===== src/rtl/assert_macros.svh =====
// assertion helpers shared by the rtl modules
// each expects clk_i and rst_ni in the module that uses it
`ifndef ASSERT_MACROS_SVH
`define ASSERT_MACROS_SVH

// property checked at every rising edge outside reset
`define YRC_ASSERT(lbl, prop, msg) \
  lbl: assert property (@(posedge clk_i) disable iff (!rst_ni) (prop)) else $error(msg);

// condition that must never be seen outside reset
`define YRC_ASSERT_NEVER(lbl, cond, msg) \
  `YRC_ASSERT(lbl, !(cond), msg)

`endif


===== src/rtl/yrc_pkg.sv =====
// ----------------------------------------------------------------------------
// yrc_pkg
// shared types and constants of the yuv420 / rgb555 pixel converter
// ----------------------------------------------------------------------------
`default_nettype none

package yrc_pkg;

  // width of the frame size registers and of positions carried between parts
  localparam int unsigned DIM_W  = 13;
  localparam int unsigned ADDR_W = 24;
  localparam int unsigned PIX_W  = 8;
  localparam int unsigned WORD_W = 15;
  localparam int unsigned IDX_W  = 2;

  typedef enum logic [IDX_W-1:0] {
    REG_PIXEL_MODE   = 2'd0,
    REG_FRAME_WIDTH  = 2'd1,
    REG_FRAME_HEIGHT = 2'd2
  } reg_index_e;

  typedef enum logic {
    MODE_YUV420 = 1'b0,
    MODE_RGB555 = 1'b1
  } pixel_mode_e;

  // one input beat
  typedef struct packed {
    logic [PIX_W-1:0]  luma_tl;
    logic [PIX_W-1:0]  luma_tr;
    logic [PIX_W-1:0]  luma_bl;
    logic [PIX_W-1:0]  luma_br;
    logic [PIX_W-1:0]  cb;
    logic [PIX_W-1:0]  cr;
    logic [WORD_W-1:0] packed_word;
  } item_t;

  // classified item handed from the front to the back
  typedef struct packed {
    pixel_mode_e      mode;
    logic             done;
    logic [DIM_W-1:0] col;
    logic [DIM_W-1:0] row;
    logic [DIM_W-1:0] width;
    logic [DIM_W-1:0] height;
    item_t            item;
  } entry_t;

  // one result beat
  typedef struct packed {
    logic [ADDR_W-1:0] addr;
    logic [PIX_W-1:0]  red;
    logic [PIX_W-1:0]  green;
    logic [PIX_W-1:0]  blue;
    logic              last;
    logic              done;
  } pixel_t;

endpackage

`default_nettype wire


===== src/rtl/yrc_fifo.sv =====
// ----------------------------------------------------------------------------
// yrc_fifo
// small register queue with push/full and pop/empty handshakes
// ----------------------------------------------------------------------------
`default_nettype none

module yrc_fifo #(
  parameter int unsigned Width = 8,
  parameter int unsigned Depth = 2
) (
  input  logic             clk_i,
  input  logic             rst_ni,
  input  logic             push_i,
  input  logic [Width-1:0] data_i,
  output logic             full_o,
  input  logic             pop_i,
  output logic [Width-1:0] data_o,
  output logic             empty_o
);

`include "assert_macros.svh"

  localparam int unsigned PtrW = $clog2(Depth);
  localparam int unsigned CntW = $clog2(Depth + 1);

  logic [Width-1:0] mem_q [Depth];
  logic [PtrW-1:0]  wr_ptr_q, wr_ptr_d, rd_ptr_q, rd_ptr_d;
  logic [CntW-1:0]  cnt_q, cnt_d;
  logic             do_push, do_pop;

  assign full_o  = (cnt_q == CntW'(Depth));
  assign empty_o = (cnt_q == '0);
  assign do_push = push_i && !full_o;
  assign do_pop  = pop_i && !empty_o;
  assign data_o  = mem_q[rd_ptr_q];

  always_comb begin
    wr_ptr_d = wr_ptr_q;
    rd_ptr_d = rd_ptr_q;
    cnt_d    = cnt_q;
    if (do_push) begin
      wr_ptr_d = (wr_ptr_q == PtrW'(Depth - 1)) ? '0 : wr_ptr_q + PtrW'(1);
    end
    if (do_pop) begin
      rd_ptr_d = (rd_ptr_q == PtrW'(Depth - 1)) ? '0 : rd_ptr_q + PtrW'(1);
    end
    if (do_push && !do_pop) begin
      cnt_d = cnt_q + CntW'(1);
    end else if (do_pop && !do_push) begin
      cnt_d = cnt_q - CntW'(1);
    end
  end

  always_ff @(posedge clk_i or negedge rst_ni) begin
    if (!rst_ni) begin
      wr_ptr_q <= '0;
      rd_ptr_q <= '0;
      cnt_q    <= '0;
    end else begin
      wr_ptr_q <= wr_ptr_d;
      rd_ptr_q <= rd_ptr_d;
      cnt_q    <= cnt_d;
    end
  end

  always_ff @(posedge clk_i) begin
    if (do_push) begin
      mem_q[wr_ptr_q] <= data_i;
    end
  end

  `YRC_ASSERT_NEVER(a_cnt_bound, cnt_q > CntW'(Depth), "fifo count beyond depth")

endmodule

`default_nettype wire


===== src/rtl/yrc_front.sv =====
// ----------------------------------------------------------------------------
// yrc_front
// config registers and raster position counters; tags each beat with its place
// ----------------------------------------------------------------------------
`default_nettype none

module yrc_front #(
  parameter int unsigned MAX_DIMENSION = 4096
) (
  input  logic                            clk_i,
  input  logic                            rst_ni,
  input  logic                            cfg_we_i,
  input  logic [yrc_pkg::IDX_W-1:0]       cfg_index_i,
  input  logic [yrc_pkg::DIM_W-1:0]       cfg_data_i,
  input  logic                            accept_i,
  input  yrc_pkg::item_t                  item_i,
  output yrc_pkg::entry_t                 entry_o
);

  import yrc_pkg::*;

  localparam int unsigned PosW = $clog2(MAX_DIMENSION);
  localparam int unsigned ExtW = DIM_W + 1;
  localparam logic [ExtW-1:0] MaxDim = ExtW'(MAX_DIMENSION);

  pixel_mode_e      mode_q;
  logic [DIM_W-1:0] width_q, height_q;
  logic [PosW-1:0]  col_q, col_d, row_q, row_d;

  logic             yuv;
  logic [DIM_W-1:0] w_eff, h_eff;
  logic [ExtW-1:0]  col_ext, row_ext, col_fix, row_fix, col_nx, row_nx, step;
  logic             col_wrap, row_wrap;

  // clamp to 2..max, and to even in quad mode
  function automatic logic [DIM_W-1:0] eff_dim(input logic [DIM_W-1:0] d,
                                               input logic even);
    logic [DIM_W-1:0] r;
    if (d < DIM_W'(2)) begin
      r = DIM_W'(2);
    end else if ({1'b0, d} > MaxDim) begin
      r = MaxDim[DIM_W-1:0];
    end else begin
      r = d;
    end
    if (even) begin
      r[0] = 1'b0;
    end
    return r;
  endfunction

  always_comb begin
    yuv     = (mode_q == MODE_YUV420);
    w_eff   = eff_dim(width_q, yuv);
    h_eff   = eff_dim(height_q, yuv);
    step    = yuv ? ExtW'(2) : ExtW'(1);
    col_ext = {{(ExtW - PosW){1'b0}}, col_q};
    row_ext = {{(ExtW - PosW){1'b0}}, row_q};
    if (yuv) begin
      col_ext[0] = 1'b0;
      row_ext[0] = 1'b0;
    end
    // stale positions after a size or mode change restart at zero
    col_fix  = (col_ext >= {1'b0, w_eff}) ? '0 : col_ext;
    row_fix  = (row_ext >= {1'b0, h_eff}) ? '0 : row_ext;
    col_nx   = col_fix + step;
    row_nx   = row_fix + step;
    col_wrap = (col_nx >= {1'b0, w_eff});
    row_wrap = (row_nx >= {1'b0, h_eff});

    if (col_wrap) begin
      col_d = '0;
      row_d = row_wrap ? '0 : row_nx[PosW-1:0];
    end else begin
      col_d = col_nx[PosW-1:0];
      row_d = row_fix[PosW-1:0];
    end

    entry_o.mode   = mode_q;
    entry_o.done   = col_wrap && row_wrap;
    entry_o.col    = col_fix[DIM_W-1:0];
    entry_o.row    = row_fix[DIM_W-1:0];
    entry_o.width  = w_eff;
    entry_o.height = h_eff;
    entry_o.item   = item_i;
  end

  always_ff @(posedge clk_i or negedge rst_ni) begin
    if (!rst_ni) begin
      mode_q   <= MODE_YUV420;
      width_q  <= DIM_W'(640);
      height_q <= DIM_W'(480);
      col_q    <= '0;
      row_q    <= '0;
    end else begin
      if (cfg_we_i) begin
        unique case (reg_index_e'(cfg_index_i))
          REG_PIXEL_MODE:   mode_q   <= pixel_mode_e'(cfg_data_i[0]);
          REG_FRAME_WIDTH:  width_q  <= cfg_data_i;
          REG_FRAME_HEIGHT: height_q <= cfg_data_i;
          default: ;
        endcase
      end
      if (accept_i) begin
        col_q <= col_d;
        row_q <= row_d;
      end
    end
  end

endmodule

`default_nettype wire


===== src/rtl/yrc_back.sv =====
// ----------------------------------------------------------------------------
// yrc_back
// pixel sequencer: buffer address and color conversion; while the result queue has room, one pixel per cycle
// ----------------------------------------------------------------------------
`default_nettype none

module yrc_back (
  input  logic            clk_i,
  input  logic            rst_ni,
  input  yrc_pkg::entry_t entry_i,
  input  logic            entry_empty_i,
  output logic            entry_pop_o,
  output yrc_pkg::pixel_t pixel_o,
  output logic            pixel_push_o,
  input  logic            pixel_full_i
);

  import yrc_pkg::*;

`include "assert_macros.svh"

  localparam int unsigned SumW = 19;
  localparam int unsigned ProdW = 2 * DIM_W;
  localparam int CoefY   = 298;
  localparam int CoefRv  = 409;
  localparam int CoefGu  = 100;
  localparam int CoefGv  = 208;
  localparam int CoefBu  = 516;
  localparam int Round   = 128;
  localparam logic [IDX_W-1:0] LastQuadBeat = IDX_W'(3);

  entry_t            cur_q, cur_d;
  logic [ADDR_W-1:0] base_q, base_d;
  logic [IDX_W-1:0]  idx_q, idx_d;
  logic              busy_q, busy_d;

  logic                    fire, last, load;
  logic [DIM_W-1:0]        row_eff;
  logic [ProdW-1:0]        prod;
  logic [PIX_W-1:0]        y;
  logic signed [PIX_W:0]   c, d, e;
  logic signed [SumW-1:0]  r_sum, g_sum, b_sum;

  function automatic logic [PIX_W-1:0] clip(input logic signed [SumW-1:0] s);
    logic [PIX_W-1:0] r;
    if (s[SumW-1]) begin
      r = '0;
    end else if (|s[SumW-2:PIX_W+8]) begin
      r = '1;
    end else begin
      r = s[PIX_W+7:8];
    end
    return r;
  endfunction

  // top-left address of the incoming entry; rgb555 rows are flipped
  always_comb begin
    row_eff = (entry_i.mode == MODE_RGB555) ?
              entry_i.height - DIM_W'(1) - entry_i.row : entry_i.row;
    prod    = row_eff * entry_i.width;
    base_d  = prod[ADDR_W-1:0] + {{(ADDR_W - DIM_W){1'b0}}, entry_i.col};
  end

  always_comb begin
    unique case (idx_q)
      2'd0:    y = cur_q.item.luma_tl;
      2'd1:    y = cur_q.item.luma_tr;
      2'd2:    y = cur_q.item.luma_bl;
      default: y = cur_q.item.luma_br;
    endcase
    c = $signed({1'b0, y}) - 9'sd16;
    d = $signed({1'b0, cur_q.item.cb}) - 9'sd128;
    e = $signed({1'b0, cur_q.item.cr}) - 9'sd128;
    r_sum = SumW'(CoefY * c + CoefRv * e + Round);
    g_sum = SumW'(CoefY * c - CoefGu * d - CoefGv * e + Round);
    b_sum = SumW'(CoefY * c + CoefBu * d + Round);
  end

  always_comb begin
    fire = busy_q && !pixel_full_i;
    last = (cur_q.mode == MODE_RGB555) || (idx_q == LastQuadBeat);
    load = !entry_empty_i && (!busy_q || (fire && last));

    pixel_o.last = last;
    pixel_o.done = last && cur_q.done;
    pixel_o.addr = base_q
                 + (idx_q[1] ? {{(ADDR_W - DIM_W){1'b0}}, cur_q.width} : '0)
                 + {{(ADDR_W - 1){1'b0}}, idx_q[0]};
    if (cur_q.mode == MODE_RGB555) begin
      pixel_o.red   = {cur_q.item.packed_word[4:0], 3'b000};
      pixel_o.green = {cur_q.item.packed_word[9:5], 3'b000};
      pixel_o.blue  = {cur_q.item.packed_word[14:10], 3'b000};
    end else begin
      pixel_o.red   = clip(r_sum);
      pixel_o.green = clip(g_sum);
      pixel_o.blue  = clip(b_sum);
    end

    cur_d  = cur_q;
    idx_d  = idx_q;
    busy_d = busy_q;
    if (load) begin
      cur_d  = entry_i;
      idx_d  = '0;
      busy_d = 1'b1;
    end else if (fire) begin
      if (last) begin
        busy_d = 1'b0;
      end else begin
        idx_d = idx_q + IDX_W'(1);
      end
    end
  end

  assign entry_pop_o  = load;
  assign pixel_push_o = fire;

  always_ff @(posedge clk_i or negedge rst_ni) begin
    if (!rst_ni) begin
      busy_q <= 1'b0;
      idx_q  <= '0;
    end else begin
      busy_q <= busy_d;
      idx_q  <= idx_d;
    end
  end

  always_ff @(posedge clk_i) begin
    cur_q <= cur_d;
    if (load) begin
      base_q <= base_d;
    end
  end

  `YRC_ASSERT(a_rgb_single, (busy_q && cur_q.mode == MODE_RGB555) |-> (idx_q == '0), "rgb555 beat index not zero")
  `YRC_ASSERT(a_load_on_last, (load && busy_q) |-> (fire && last), "entry loaded mid item")
  `YRC_ASSERT(a_done_is_last, (fire && pixel_o.done) |-> pixel_o.last, "frame end on non-final beat")

endmodule

`default_nettype wire


===== src/rtl/yuv420_rgb555_to_rgb_converter_core.sv =====
// ----------------------------------------------------------------------------
// yuv420_rgb555_to_rgb_converter_core
// yuv420 quad / rgb555 word to addressed rgb pixel converter
// ----------------------------------------------------------------------------
// Converts YUV420 2x2 quads (four luma samples and a shared Cb/Cr) into four
// RGB pixels with the BT.601 integer formula and clipping, or packed RGB555
// words into one pixel each (vertically flipped rows), and tags every pixel
// with its frame buffer address from internal row/column counters. Both
// sides are queue-like: a beat enters on push_i && !full_o and leaves on
// pop_i && !empty_o. The back sequencer issues one pixel per cycle while
// the result queue has room, four per quad and one per RGB555 word; the front
// takes a beat every cycle until the entry queue fills. An accepted beat
// passes the entry queue, the sequencer register and the result queue.
// Configuration (mode, width, height) is written through cfg_we_i and must
// only change while the block is idle; sizes are clamped to 2..MAX_DIMENSION
// (even in quad mode). There is no reset clearing pass.
// ----------------------------------------------------------------------------
`default_nettype none

module yuv420_rgb555_to_rgb_converter_core #(
  parameter int unsigned MAX_DIMENSION = 4096,
  parameter int unsigned QUEUE_DEPTH   = 2
) (
  input  logic                         clk_i,
  input  logic                         rst_ni,
  // configuration write port
  input  logic                         cfg_we_i,
  input  logic [yrc_pkg::IDX_W-1:0]    cfg_index_i,
  input  logic [yrc_pkg::DIM_W-1:0]    cfg_data_i,
  // input beats
  input  logic                         push_i,
  output logic                         full_o,
  input  logic [yrc_pkg::PIX_W-1:0]    luma_top_left_i,
  input  logic [yrc_pkg::PIX_W-1:0]    luma_top_right_i,
  input  logic [yrc_pkg::PIX_W-1:0]    luma_bottom_left_i,
  input  logic [yrc_pkg::PIX_W-1:0]    luma_bottom_right_i,
  input  logic [yrc_pkg::PIX_W-1:0]    chroma_blue_i,
  input  logic [yrc_pkg::PIX_W-1:0]    chroma_red_i,
  input  logic [yrc_pkg::WORD_W-1:0]   packed_word_i,
  // result beats
  output logic                         empty_o,
  input  logic                         pop_i,
  output logic [yrc_pkg::ADDR_W-1:0]   pixel_address_o,
  output logic [yrc_pkg::PIX_W-1:0]    red_o,
  output logic [yrc_pkg::PIX_W-1:0]    green_o,
  output logic [yrc_pkg::PIX_W-1:0]    blue_o,
  output logic                         last_of_item_o,
  output logic                         frame_done_o
);

  import yrc_pkg::*;

  item_t  item;
  entry_t front_entry, back_entry;
  pixel_t back_pixel, out_pixel;
  logic   accept;
  logic   entry_empty, entry_pop;
  logic   pixel_push, pixel_full;

  // gather the payload ports into one beat
  assign item.luma_tl     = luma_top_left_i;
  assign item.luma_tr     = luma_top_right_i;
  assign item.luma_bl     = luma_bottom_left_i;
  assign item.luma_br     = luma_bottom_right_i;
  assign item.cb          = chroma_blue_i;
  assign item.cr          = chroma_red_i;
  assign item.packed_word = packed_word_i;

  // a beat is taken whenever the entry queue has room
  assign accept = push_i && !full_o;

  // front: config, position counters, frame end detection
  yrc_front #(
    .MAX_DIMENSION (MAX_DIMENSION)
  ) u_front (
    .clk_i       (clk_i),
    .rst_ni      (rst_ni),
    .cfg_we_i    (cfg_we_i),
    .cfg_index_i (cfg_index_i),
    .cfg_data_i  (cfg_data_i),
    .accept_i    (accept),
    .item_i      (item),
    .entry_o     (front_entry)
  );

  // decouples the counters from the pixel sequencer
  yrc_fifo #(
    .Width ($bits(entry_t)),
    .Depth (QUEUE_DEPTH)
  ) u_entry_q (
    .clk_i   (clk_i),
    .rst_ni  (rst_ni),
    .push_i  (accept),
    .data_i  (front_entry),
    .full_o  (full_o),
    .pop_i   (entry_pop),
    .data_o  (back_entry),
    .empty_o (entry_empty)
  );

  // back: address multiply and per-pixel color conversion
  yrc_back u_back (
    .clk_i         (clk_i),
    .rst_ni        (rst_ni),
    .entry_i       (back_entry),
    .entry_empty_i (entry_empty),
    .entry_pop_o   (entry_pop),
    .pixel_o       (back_pixel),
    .pixel_push_o  (pixel_push),
    .pixel_full_i  (pixel_full)
  );

  // result queue, keeps the sequencer running while the consumer stalls, until it is full
  yrc_fifo #(
    .Width ($bits(pixel_t)),
    .Depth (QUEUE_DEPTH)
  ) u_pixel_q (
    .clk_i   (clk_i),
    .rst_ni  (rst_ni),
    .push_i  (pixel_push),
    .data_i  (back_pixel),
    .full_o  (pixel_full),
    .pop_i   (pop_i),
    .data_o  (out_pixel),
    .empty_o (empty_o)
  );

  assign pixel_address_o = out_pixel.addr;
  assign red_o           = out_pixel.red;
  assign green_o         = out_pixel.green;
  assign blue_o          = out_pixel.blue;
  assign last_of_item_o  = out_pixel.last;
  assign frame_done_o    = out_pixel.done;

endmodule

`default_nettype wire


===== config.mk =====
export PLATFORM = sky130hd
export DESIGN_NAME = yuv420_rgb555_to_rgb_converter_core
export DESIGN_NICKNAME = d
export VERILOG_FILES = /design/src/rtl/yrc_pkg.sv /design/src/rtl/yrc_fifo.sv /design/src/rtl/yrc_front.sv /design/src/rtl/yrc_back.sv /design/src/rtl/yuv420_rgb555_to_rgb_converter_core.sv
export VERILOG_INCLUDE_DIRS = /design/src /design/src/rtl
export SDC_FILE = /design/constraint.sdc
export NUM_CORES = 1
export LEC_CHECK = 0
export BUFFER_PORTS_ARGS = -buffer_cell sky130_fd_sc_hd__buf_2
export CORE_UTILIZATION = 65
export CTS_BUF_LIST = sky130_fd_sc_hd__clkbuf_8
export DETAILED_ROUTE_END_ITERATION = 16
export PLACE_DENSITY = 0.87
export RECOVER_POWER = 100
export SLEW_MARGIN = 20
export SYNTH_ARGS = -nofsm -noshare
export SYNTH_HDL_FRONTEND = slang
export SYNTH_SLANG_ARGS = --single-unit

===== constraint.sdc =====
create_clock -name clk_i -period 17 [get_ports clk_i]
set_input_delay 3.4 -clock clk_i [delete_from_list [all_inputs] [get_ports clk_i]]
set_output_delay 3.4 -clock clk_i [all_outputs]
set_load 0.03 [all_outputs]

Word-level counts from Yosys, hierarchy flattened
Memories as Yosys holds them, arrays and structs flattened. Cells that the tools add are included.

Flip-flop bits (word level): 164. RAM bits: 330. Input bits: 83. Output and inout bits: 52. Word-level logic and storage cells: 157. Memories kept: 2.

Add/subtract/negate cells: 26. Multiply operators: 6. Order comparisons: 8. Equality and inequality tests: 8. Muxes and demuxes: 42. Reductions and logical operators: 41.

Memories: u_entry_q.mem_q (words 2, width 115, rd ports 1, clocked after memory_dff 0, wr ports 1, line yrc_fifo.sv:26) `logic [Width-1:0] mem_q [Depth];`; u_pixel_q.mem_q (words 2, width 50, rd ports 1, clocked after memory_dff 0, wr ports 1, line yrc_fifo.sv:26).

Operators by type and width (number): 2-to-1 mux 13 bit (6); 2-to-1 mux 12 bit (5); adder 19 x 9 -> 19 bit (second input constant) (3); 2-to-1 mux 8 bit (6); adder 19 bit (2); subtractor 19 bit (2); adder 14 bit (2); >= comparator 14 x 13 -> 1 bit (2); >= comparator 12 x 13 -> 1 bit (2); > comparator 13 bit (second input constant) (2); less-than comparator 13 x 2 -> 1 bit (second input constant) (2); adder 24 x 1 -> 24 bit (1); adder 24 x 13 -> 24 bit (1); adder 24 bit (1); multiplier 13 x 13 -> 24 bit (1); 2-to-1 mux 24 bit (1); case mux 8 bit (3 select lines) (1); multiplier 10 x 9 -> 19 bit (first input constant) (1); multiplier 9 x 9 -> 18 bit (first input constant) (1); subtractor 8 x 8 -> 9 bit (second input constant) (2); multiplier 9 x 9 -> 17 bit (first input constant) (1); 2-to-1 mux 2 bit (8); multiplier 6 x 9 -> 15 bit (first input constant) (1); 2-to-1 mux 1 bit (15); other kinds (17) (62).

Longest topological paths before layout
Gate-level depths: netlist of the first run.

Word-level depth: 11. Mapped depth: 40. Mapped depth without buffers: 38.

Hierarchy
Synthesis of the first run repeated with hierarchy kept, for this count alone.

Cell total of the unflattened synthesis: 3006. Area, all modules: 35466.5 um2.

Modules (own cells, without submodules): yrc_back (times used 1, cells an instance 1874, area each 17894.7 um2, sequential area each 3138.0 um2); yrc_fifo (u_entry_q) (times used 1, cells an instance 383, area each 8705.8 um2, sequential area each 7126.8 um2); yrc_front (times used 1, cells an instance 573, area each 4794.6 um2, sequential area each 1283.7 um2); yrc_fifo (u_pixel_q) (times used 1, cells an instance 175, area each 4057.6 um2, sequential area each 3103.0 um2); yuv420_rgb555_to_rgb_converter_core (times used 1, cells an instance 1, area each 13.8 um2, sequential area each 0.0 um2).

Worst setup path after synthesis of the first run
OpenSTA, ideal clock, no wires.

Path type: in2reg. From: input port push_i. To: memory u_entry_q.mem_q[0][0] (netlist name), enable pin. Setup time: 0.591 ns. Data arrival time: 8.377 ns. Data required time: 16.409 ns. Slack: 8.032 ns. Cell stages on the path: 2. Buffers on the path: 0. Cell sequence: nand2_1 nor2_1.

Word-level cells in the longest chain between the ends: 4.

Ends and longest elaborated chain: from (decl) (line yuv420_rgb555_to_rgb_converter_core.sv:31) `input logic push_i,`; logical AND 1 bit (line yuv420_rgb555_to_rgb_converter_core.sv:70) `assign accept = push_i && !full_o;`; logical AND 1 bit (line yrc_fifo.sv:33) `assign do_push = push_i && !full_o;`; 2-to-1 mux 1 bit (line yrc_fifo.sv:67) `if (do_push) begin`; 2-to-1 mux 1 bit (not written as such) (line yrc_fifo.sv:68) `mem_q[wr_ptr_q] <= data_i;`; to (decl) (line yrc_fifo.sv:26).

No other way between the ends.

Worst setup path in the final report of the first run
From: register u_entry_q.rd_ptr_q. To: register u_back.base_q[22], data pin.

Word-level cells in the longest chain between the ends: 6.

Ends and longest elaborated chain: from (decl) (line yrc_fifo.sv:27) `logic [PtrW-1:0] wr_ptr_q, wr_ptr_d, rd_ptr_q, rd_ptr_d;`; from (signal assigned) (line yrc_fifo.sv:61) `rd_ptr_q <= rd_ptr_d;`; memory (2 x 115 bit) (*); subtractor 13 x 1 -> 13 bit (line yrc_back.sv:59) `entry_i.height - DIM_W'(1) - entry_i.row : entry_i.row;`; subtractor 13 bit (line yrc_back.sv:59); 2-to-1 mux 13 bit (line yrc_back.sv:58) `row_eff = (entry_i.mode == MODE_RGB555) ?`; multiplier 13 x 13 -> 24 bit (line yrc_back.sv:60) `prod = row_eff * entry_i.width;`; adder 24 x 13 -> 24 bit (*) (line yrc_back.sv:61) `base_d = prod[ADDR_W-1:0] + {{(ADDR_W - DIM_W){1'b0}}, entry_i.col};`; via u_back.base_d[22] (line yrc_back.sv:33) `logic [ADDR_W-1:0] base_q, base_d;`; to (signal assigned) (line yrc_back.sv:131) `base_q <= base_d;`; to (decl) (line yrc_back.sv:33).

Mark *: on every way through the listed nets, which the timed path passes. The rest lies on a longest branch. A chain may end at the register's enable or synchronous reset.

==> flow_summary.yaml, run 1 <==
outcome:
  status: "finished with violations"
  violations: "capacitance limit, slew limit"
cts:
  clkTransAtPathRegs_ns: 0.06
  cts_hold_buf: 0
  cts-htree-levels: 3
  cts_tree: "yes"
  clkLatencyLatePin_ns: 0.67
  cts_inserted_buffers: 77
  cts_max_path_buffers: 3
  cts_sinks: 494
  post_cts_buffers: 0
  cts-root-buf: "clkbuf_8"
  cts.repair.resized: 0
detailed_routing:
  firstDrtPassIters: 8
  post_drt_wl_per_cell_um: 19.65
  vias: 21974
  ant_nets: 0
  routed_wl_um: 73610
  drt-vias-per-instance: 5.864
  initialDrtViolationCount: 1440
  drc: 0
logic_synthesis:
  synthArstFlopShare_pct: 12.55
  ys_warn_count: 0
  synth_edf_count: 432
  synthTopCellsByArea: "edfxtp_1, ha_1, fa_1, mux2_2, inv_1"
  synthTopCellsByCount: "edfxtp_1, ha_1, inv_1"
  synth_top_area_share_pct: 38.25
  ys_ff_latch: 494
  syn-cell-area_sq_mm: 0.03392
  synth.avg_cell_area_sq_um: 11.99
  yosysTopAreaCell: "edfxtp_1"
  synth_most_common_cell: "edfxtp_1"
  syn-instance-count: 2830
  synth-main-ff-cell: "edfxtp_1"
  ys_seq_area_share_pct: 42.84
  syn_nets: 3507
  synthDistinctLibCells: 83
worst_setup_path:
  critPathCaptureType: "register"
  arrival_ns: 13.42
  r2r_start: "u_entry_q.rd_ptr_q$_DFFE_PN0P_"
  reg2regPathDepth: 24
  path_class: "register to register"
  crit_start: "u_entry_q.rd_ptr_q$_DFFE_PN0P_"
  startpoint_type: "register"
  cp_max_fo: 72
  worst_ep_required_time_ns: 17.41
floorplan:
  core-area_sq_mm: 0.05141
  row_count: 83
  die_h_um: 230.4
  die_w_um: 230.4
  dieArea_sq_mm: 0.05310
  initial_utilization_pct: 65.98
  ioPinCount: 135
worst_hold_path:
  holdCritPathClass: "register to register"
  hold_depth: 2
  hold_path.startpoint: "u_front.col_q[0]$_DFFE_PN0P_"
sta:
  tightestPinTransition_ns: 4.491
  final_max_slew_viol_count: 699
  tns_ns: 0
  worst_clock_skew_ns: 0.02224
  hold_viol_final: 0
  layout_min_cycle_time_ns: 13.01
  rsz0062_at_grt: "no"
  max_slew_margin_pct: -199.4
  whs_ns: 0.5011
  fin_crit_sh_pct: 76.53
  fmax_mhz: 76.86
  finalSetupViolCount: 0
finish:
  num-fill-cells: 3413
  fin_nets: 3680
  multi_input_area_sq_mm: 0.01766
  post-route-util_pct: 71.50
  regArea_sq_mm: 0.01453
  drive_gt1_share_pct: 10.83
  final-instance-count-excl-fill: 3747
  syn_to_final_growth_pct: 8.355
global_route:
  grt_antenna_before_repair: 1
  grt_pass1_vias: 23489
  grt_pass1_wl_um: 117900
  grt_max_degree: 73
  grtUsageTotal_pct: 28.58
  grt-ovfl-total: 0
job:
  drv_cap: 13
placement:
  dp_hpwl_um: 56290
  dp_cells: 3604
  port_buffers: 134
  gp_congestion: 0.9384
critical path, stage by stage, from the launching register on:
cell	delay, ns
dfrtp_1	1.76
clkbuf_1	3.24
mux2i_1	0.44
ha_1	0.54
xnor2_1	0.18
nor2_1	0.06
a21oi_1	1.06
nand2_1	0.22
fa_1	0.60
inv_1	0.06
fa_1	0.49
fa_1	0.52
inv_1	0.05
fa_1	0.46
fa_1	0.55
inv_1	0.06
fa_1	0.47
ha_1	0.40
nand3_1	0.10
nand2_1	0.07
a41oi_1	0.05
a211o_1	0.36
o41ai_1	0.63
o41ai_1	0.15
xnor2_1	0.14
worst paths after layout:
check / slack [ns] / end
min in group asynchronous: 4.02 / u_front.col_q[11]$_DFFE_PN0P_
max: 3.99 / u_back.base_q[22]$_DFFE_PP_
max in group asynchronous: 10.99 / u_pixel_q.cnt_q[0]$_DFFE_PN0P_
max reg2reg: 3.99 / u_back.base_q[22]$_DFFE_PP_
min: 0.50 / u_front.col_q[0]$_DFFE_PN0P_
min reg2reg: 0.50 / u_front.col_q[0]$_DFFE_PN0P_
per-stage QoR:
step	instance area [sq um]	worst slack (ns)
detailed placement	35400	7.144
global placement	35400	7.584
CTS	37000	7.023
finish	36750	3.990
floorplan	33920	8.032
global route	36750	3.242
metal layers:
layer / global-route usage, % / routed length [um] / part of all wire (%) / up-vias
met2: 50.66 / 37300 / 51 / 758
li1: - / - / - / 10200
met4: 12.67 / 2904 / 3.9 / 2
met5: 0 / 11 / 0.015 / -
met1: 33.94 / 28580 / 39 / 10814
met3: 5.138 / 4814 / 6.5 / 200
final cells by class:
| class | instances | share of cell area [%] |
|---|---|---|
| Clock inverter | 62 | 1.348 |
| Clock buffer | 80 | 2.996 |
| Multi-Input combinational cell | 1886 | 48.04 |
| Antenna cell | 1 | 0.006809 |
| Inverter | 390 | 3.983 |
| Timing Repair Buffer | 154 | 1.774 |
| Tap cell | 680 | 2.315 |
| Sequential cell | 494 | 39.54 |
cell usage in the layout, fill, tap and decap left out, types with 80 or more instances in the layout:
cell type  synthesis  routed
xnor2_1           94      95
clkbuf_1          42     107
nand2_1          205     205
a21oi_1          107     106
mux2_2           171     145
nor2_1           116     115
ha_1             396     396
clkbuf_8           0      80
fa_1             198     198
inv_1            385     406
edfxtp_1         432     432
sequential cells by signal, summed over array words and instances (netlist names), 2 cells and up:
name and cells:
u_back.cur_q 78, u_front.col_q 12, u_front.width_q 13, u_front.height_q 13, u_pixel_q.mem_q 100, u_entry_q.cnt_q 2
u_front.row_q 12, u_back.base_q 24, u_entry_q.mem_q 230, u_back.idx_q 2, u_pixel_q.cnt_q 2
kinds of logic after synthesis:
kind of cell               after synthesis  share of synthesized area [%]
AOI/OAI and AO/OA                      370                          7.418
xor gates and xnor gates               151                          3.921
adders and majority gates              594                          26.29
buffers and inverters                  450                          5.002
DFF                                    494                          42.84
muxes                                  195                          6.396
and+or+nand+nor                        576                          8.126
Power of run 1 is left out: the tool's default activity adds up to more than one toggle a clock period on the data nets, which glitch-free logic cannot reach.
==> inputs of run 2 (changes only) <==
Settings changed: CORE_UTILIZATION 65 to 59, PLACE_DENSITY 0.87 to 0.84.
Clock period 17 ns to 11.7 ns, I/O delays scaled along.
==> flow_summary.yaml, run 2 (synthesis gave the netlist of run 1 again) <==
detailed_routing:
  routed_wl_um: 73870
  initialDrtViolationCount: 1386
  met2_length_um: 37550
  wl_met3_um: 3786
  firstDrtPassIters: 5
  vias: 21823
  ant_nets: 0
  dr.max_layer_used: "met4"
  wl_met1_um: 30030
  post_drt_wl_per_cell_um: 19.31
  drt-vias-per-instance: 5.705
  drc: 0
finish:
  top_register: "u_entry_q.mem_q"
  syn_to_final_growth_pct: 8.654
  final-instance-count-excl-fill: 3825
  drive_gt1_share_pct: 10.99
  layout_common_cells: "edfxtp_1, inv_1, ha_1"
  reg.largest.list: "u_entry_q.mem_q (230), u_pixel_q.mem_q (100), u_back.cur_q (78)"
  post-route-util_pct: 65.11
  regArea_sq_mm: 0.01454
  largest_reg_flops: 230
  num-fill-cells: 4197
  fin_nets: 3685
  layout_commonest_cell: "edfxtp_1"
  fin_area_sq_mm: 0.03685
  multi_input_area_sq_mm: 0.01767
cts:
  cts_tree: "yes"
  post_cts_buffers: 0
  cts_hold_buf: 0
  cts_sinks: 494
  cts.repair.resized: 0
  clkLatencyLatePin_ns: 0.68
  clkTransAtPathRegs_ns: 0.06
  cts_max_path_buffers: 3
  cts-htree-levels: 3
  cts_inserted_buffers: 81
  cts-root-buf: "clkbuf_8"
global_route:
  grt_max_degree: 69
  grt_pass1_vias: 23332
  grt_pass1_wl_um: 119600
  grt_antenna_before_repair: 4
  grt-ovfl-total: 0
  grtUsageTotal_pct: 25.91
sta:
  layout_min_cycle_time_ns: 9.959
  final_max_slew_viol_count: 602
  finalSetupViolCount: 0
  worst_clock_skew_ns: 0.04863
  tightestPinTransition_ns: 3.754
  hold_viol_final: 0
  rsz0062_at_grt: "no"
  tns_ns: 0
  fmax_mhz: 100.4
  fin_crit_sh_pct: 85.12
  max_slew_margin_pct: -150.2
placement:
  dp_hpwl_um: 56210
  gp_congestion: 0.9234
  dp_cells: 3681
  port_buffers: 134
  place_area_sq_mm: 0.03550
floorplan:
  die_h_um: 241.8
  row_count: 87
  die_w_um: 241.8
  dieArea_sq_mm: 0.05845
  core-area_sq_mm: 0.05660
  ioPinCount: 135
  initial_utilization_pct: 59.92
worst_setup_path:
  crit_family: "adder cells"
  r2r_setup_slack_ns: 1.74
  max_stage_delay_ns: 0.68
  arrival_ns: 10.34
  cp_max_fo: 17
  critPathCaptureType: "register"
  worst_ep_required_time_ns: 12.08
  path_class: "register to register"
  crit_buf_inv: 5
  critPathMostFrequentCell: "ha_1"
  slowest_stage: "dfrtp_1"
  startpoint_type: "register"
worst_hold_path:
  holdCritPathClass: "register to register"
outcome:
  status: "finished with violations"
  violations: "capacitance limit, slew limit"
job:
  drv_cap: 12
[run 2: cell types whose count changed in the layout (fill, tap and decap cells not counted), sizes merged]
cell and delta:
buf -1, bufinv -2, clkbuf +7, clkinv -3
clkinvlp +1, diode +2, inv -2
[run 2: stage by stage]
stage	hold WS (ns)	setup WS, ns
after floorplan	0.4489	3.016
after global placement	0.4668	2.273
after detailed placement	0.4738	1.906
after CTS	0.4872	1.783
after global routing	0.5177	0.6856
final	0.4842	1.741
[run 2: cell type report]
cell class,instances,area share (%)
inverter,390,3.972
timing repair buffer,155,1.776
tap,756,2.567
sequential,494,39.44
clock buffer,85,3.174
antenna,3,0.02037
clock inverter,56,1.117
multi-input combinational,1886,47.93
[run 2: layer usage]
metal	vias to the layer above	GRT usage (%)
li1	10199	-
met1	10770	31.82
met2	692	46.72
met3	162	3.663
met4	0	8.693
met5	-	0
[run 2: worst register-to-register path, delay by kind of cell, from the launching register on]
family / cells / cell delay (ns)
adder cells (fa/ha/maj): 11 / 4.06
buffers and inverters: 5 / 0.43
flip-flops: 1 / 0.68
AO/OA/AOI/OAI: 13 / 3.06
AND/OR/NAND/NOR: 5 / 1.46
[run 2: final timing paths]
kind                                              startpoint                                to  depth (start not counted)
worst min-delay path            u_front.col_q[0]$_DFFE_PN0P_      u_front.col_q[0]$_DFFE_PN0P_                          2
max in group asynchronous                             rst_ni    u_entry_q.rd_ptr_q$_DFFE_PN0P_                          2
worst max-delay path             u_back.idx_q[1]$_DFFE_PN0P_  u_pixel_q.mem_q[0][15]$_DFFE_PP_                         34
worst min register to register  u_front.col_q[0]$_DFFE_PN0P_      u_front.col_q[0]$_DFFE_PN0P_                          2
worst max register to register   u_back.idx_q[1]$_DFFE_PN0P_  u_pixel_q.mem_q[0][15]$_DFFE_PP_                         34
min in group asynchronous                             rst_ni   u_front.width_q[11]$_DFFE_PN0P_                          2
Power of run 2 is left out for the same reason.
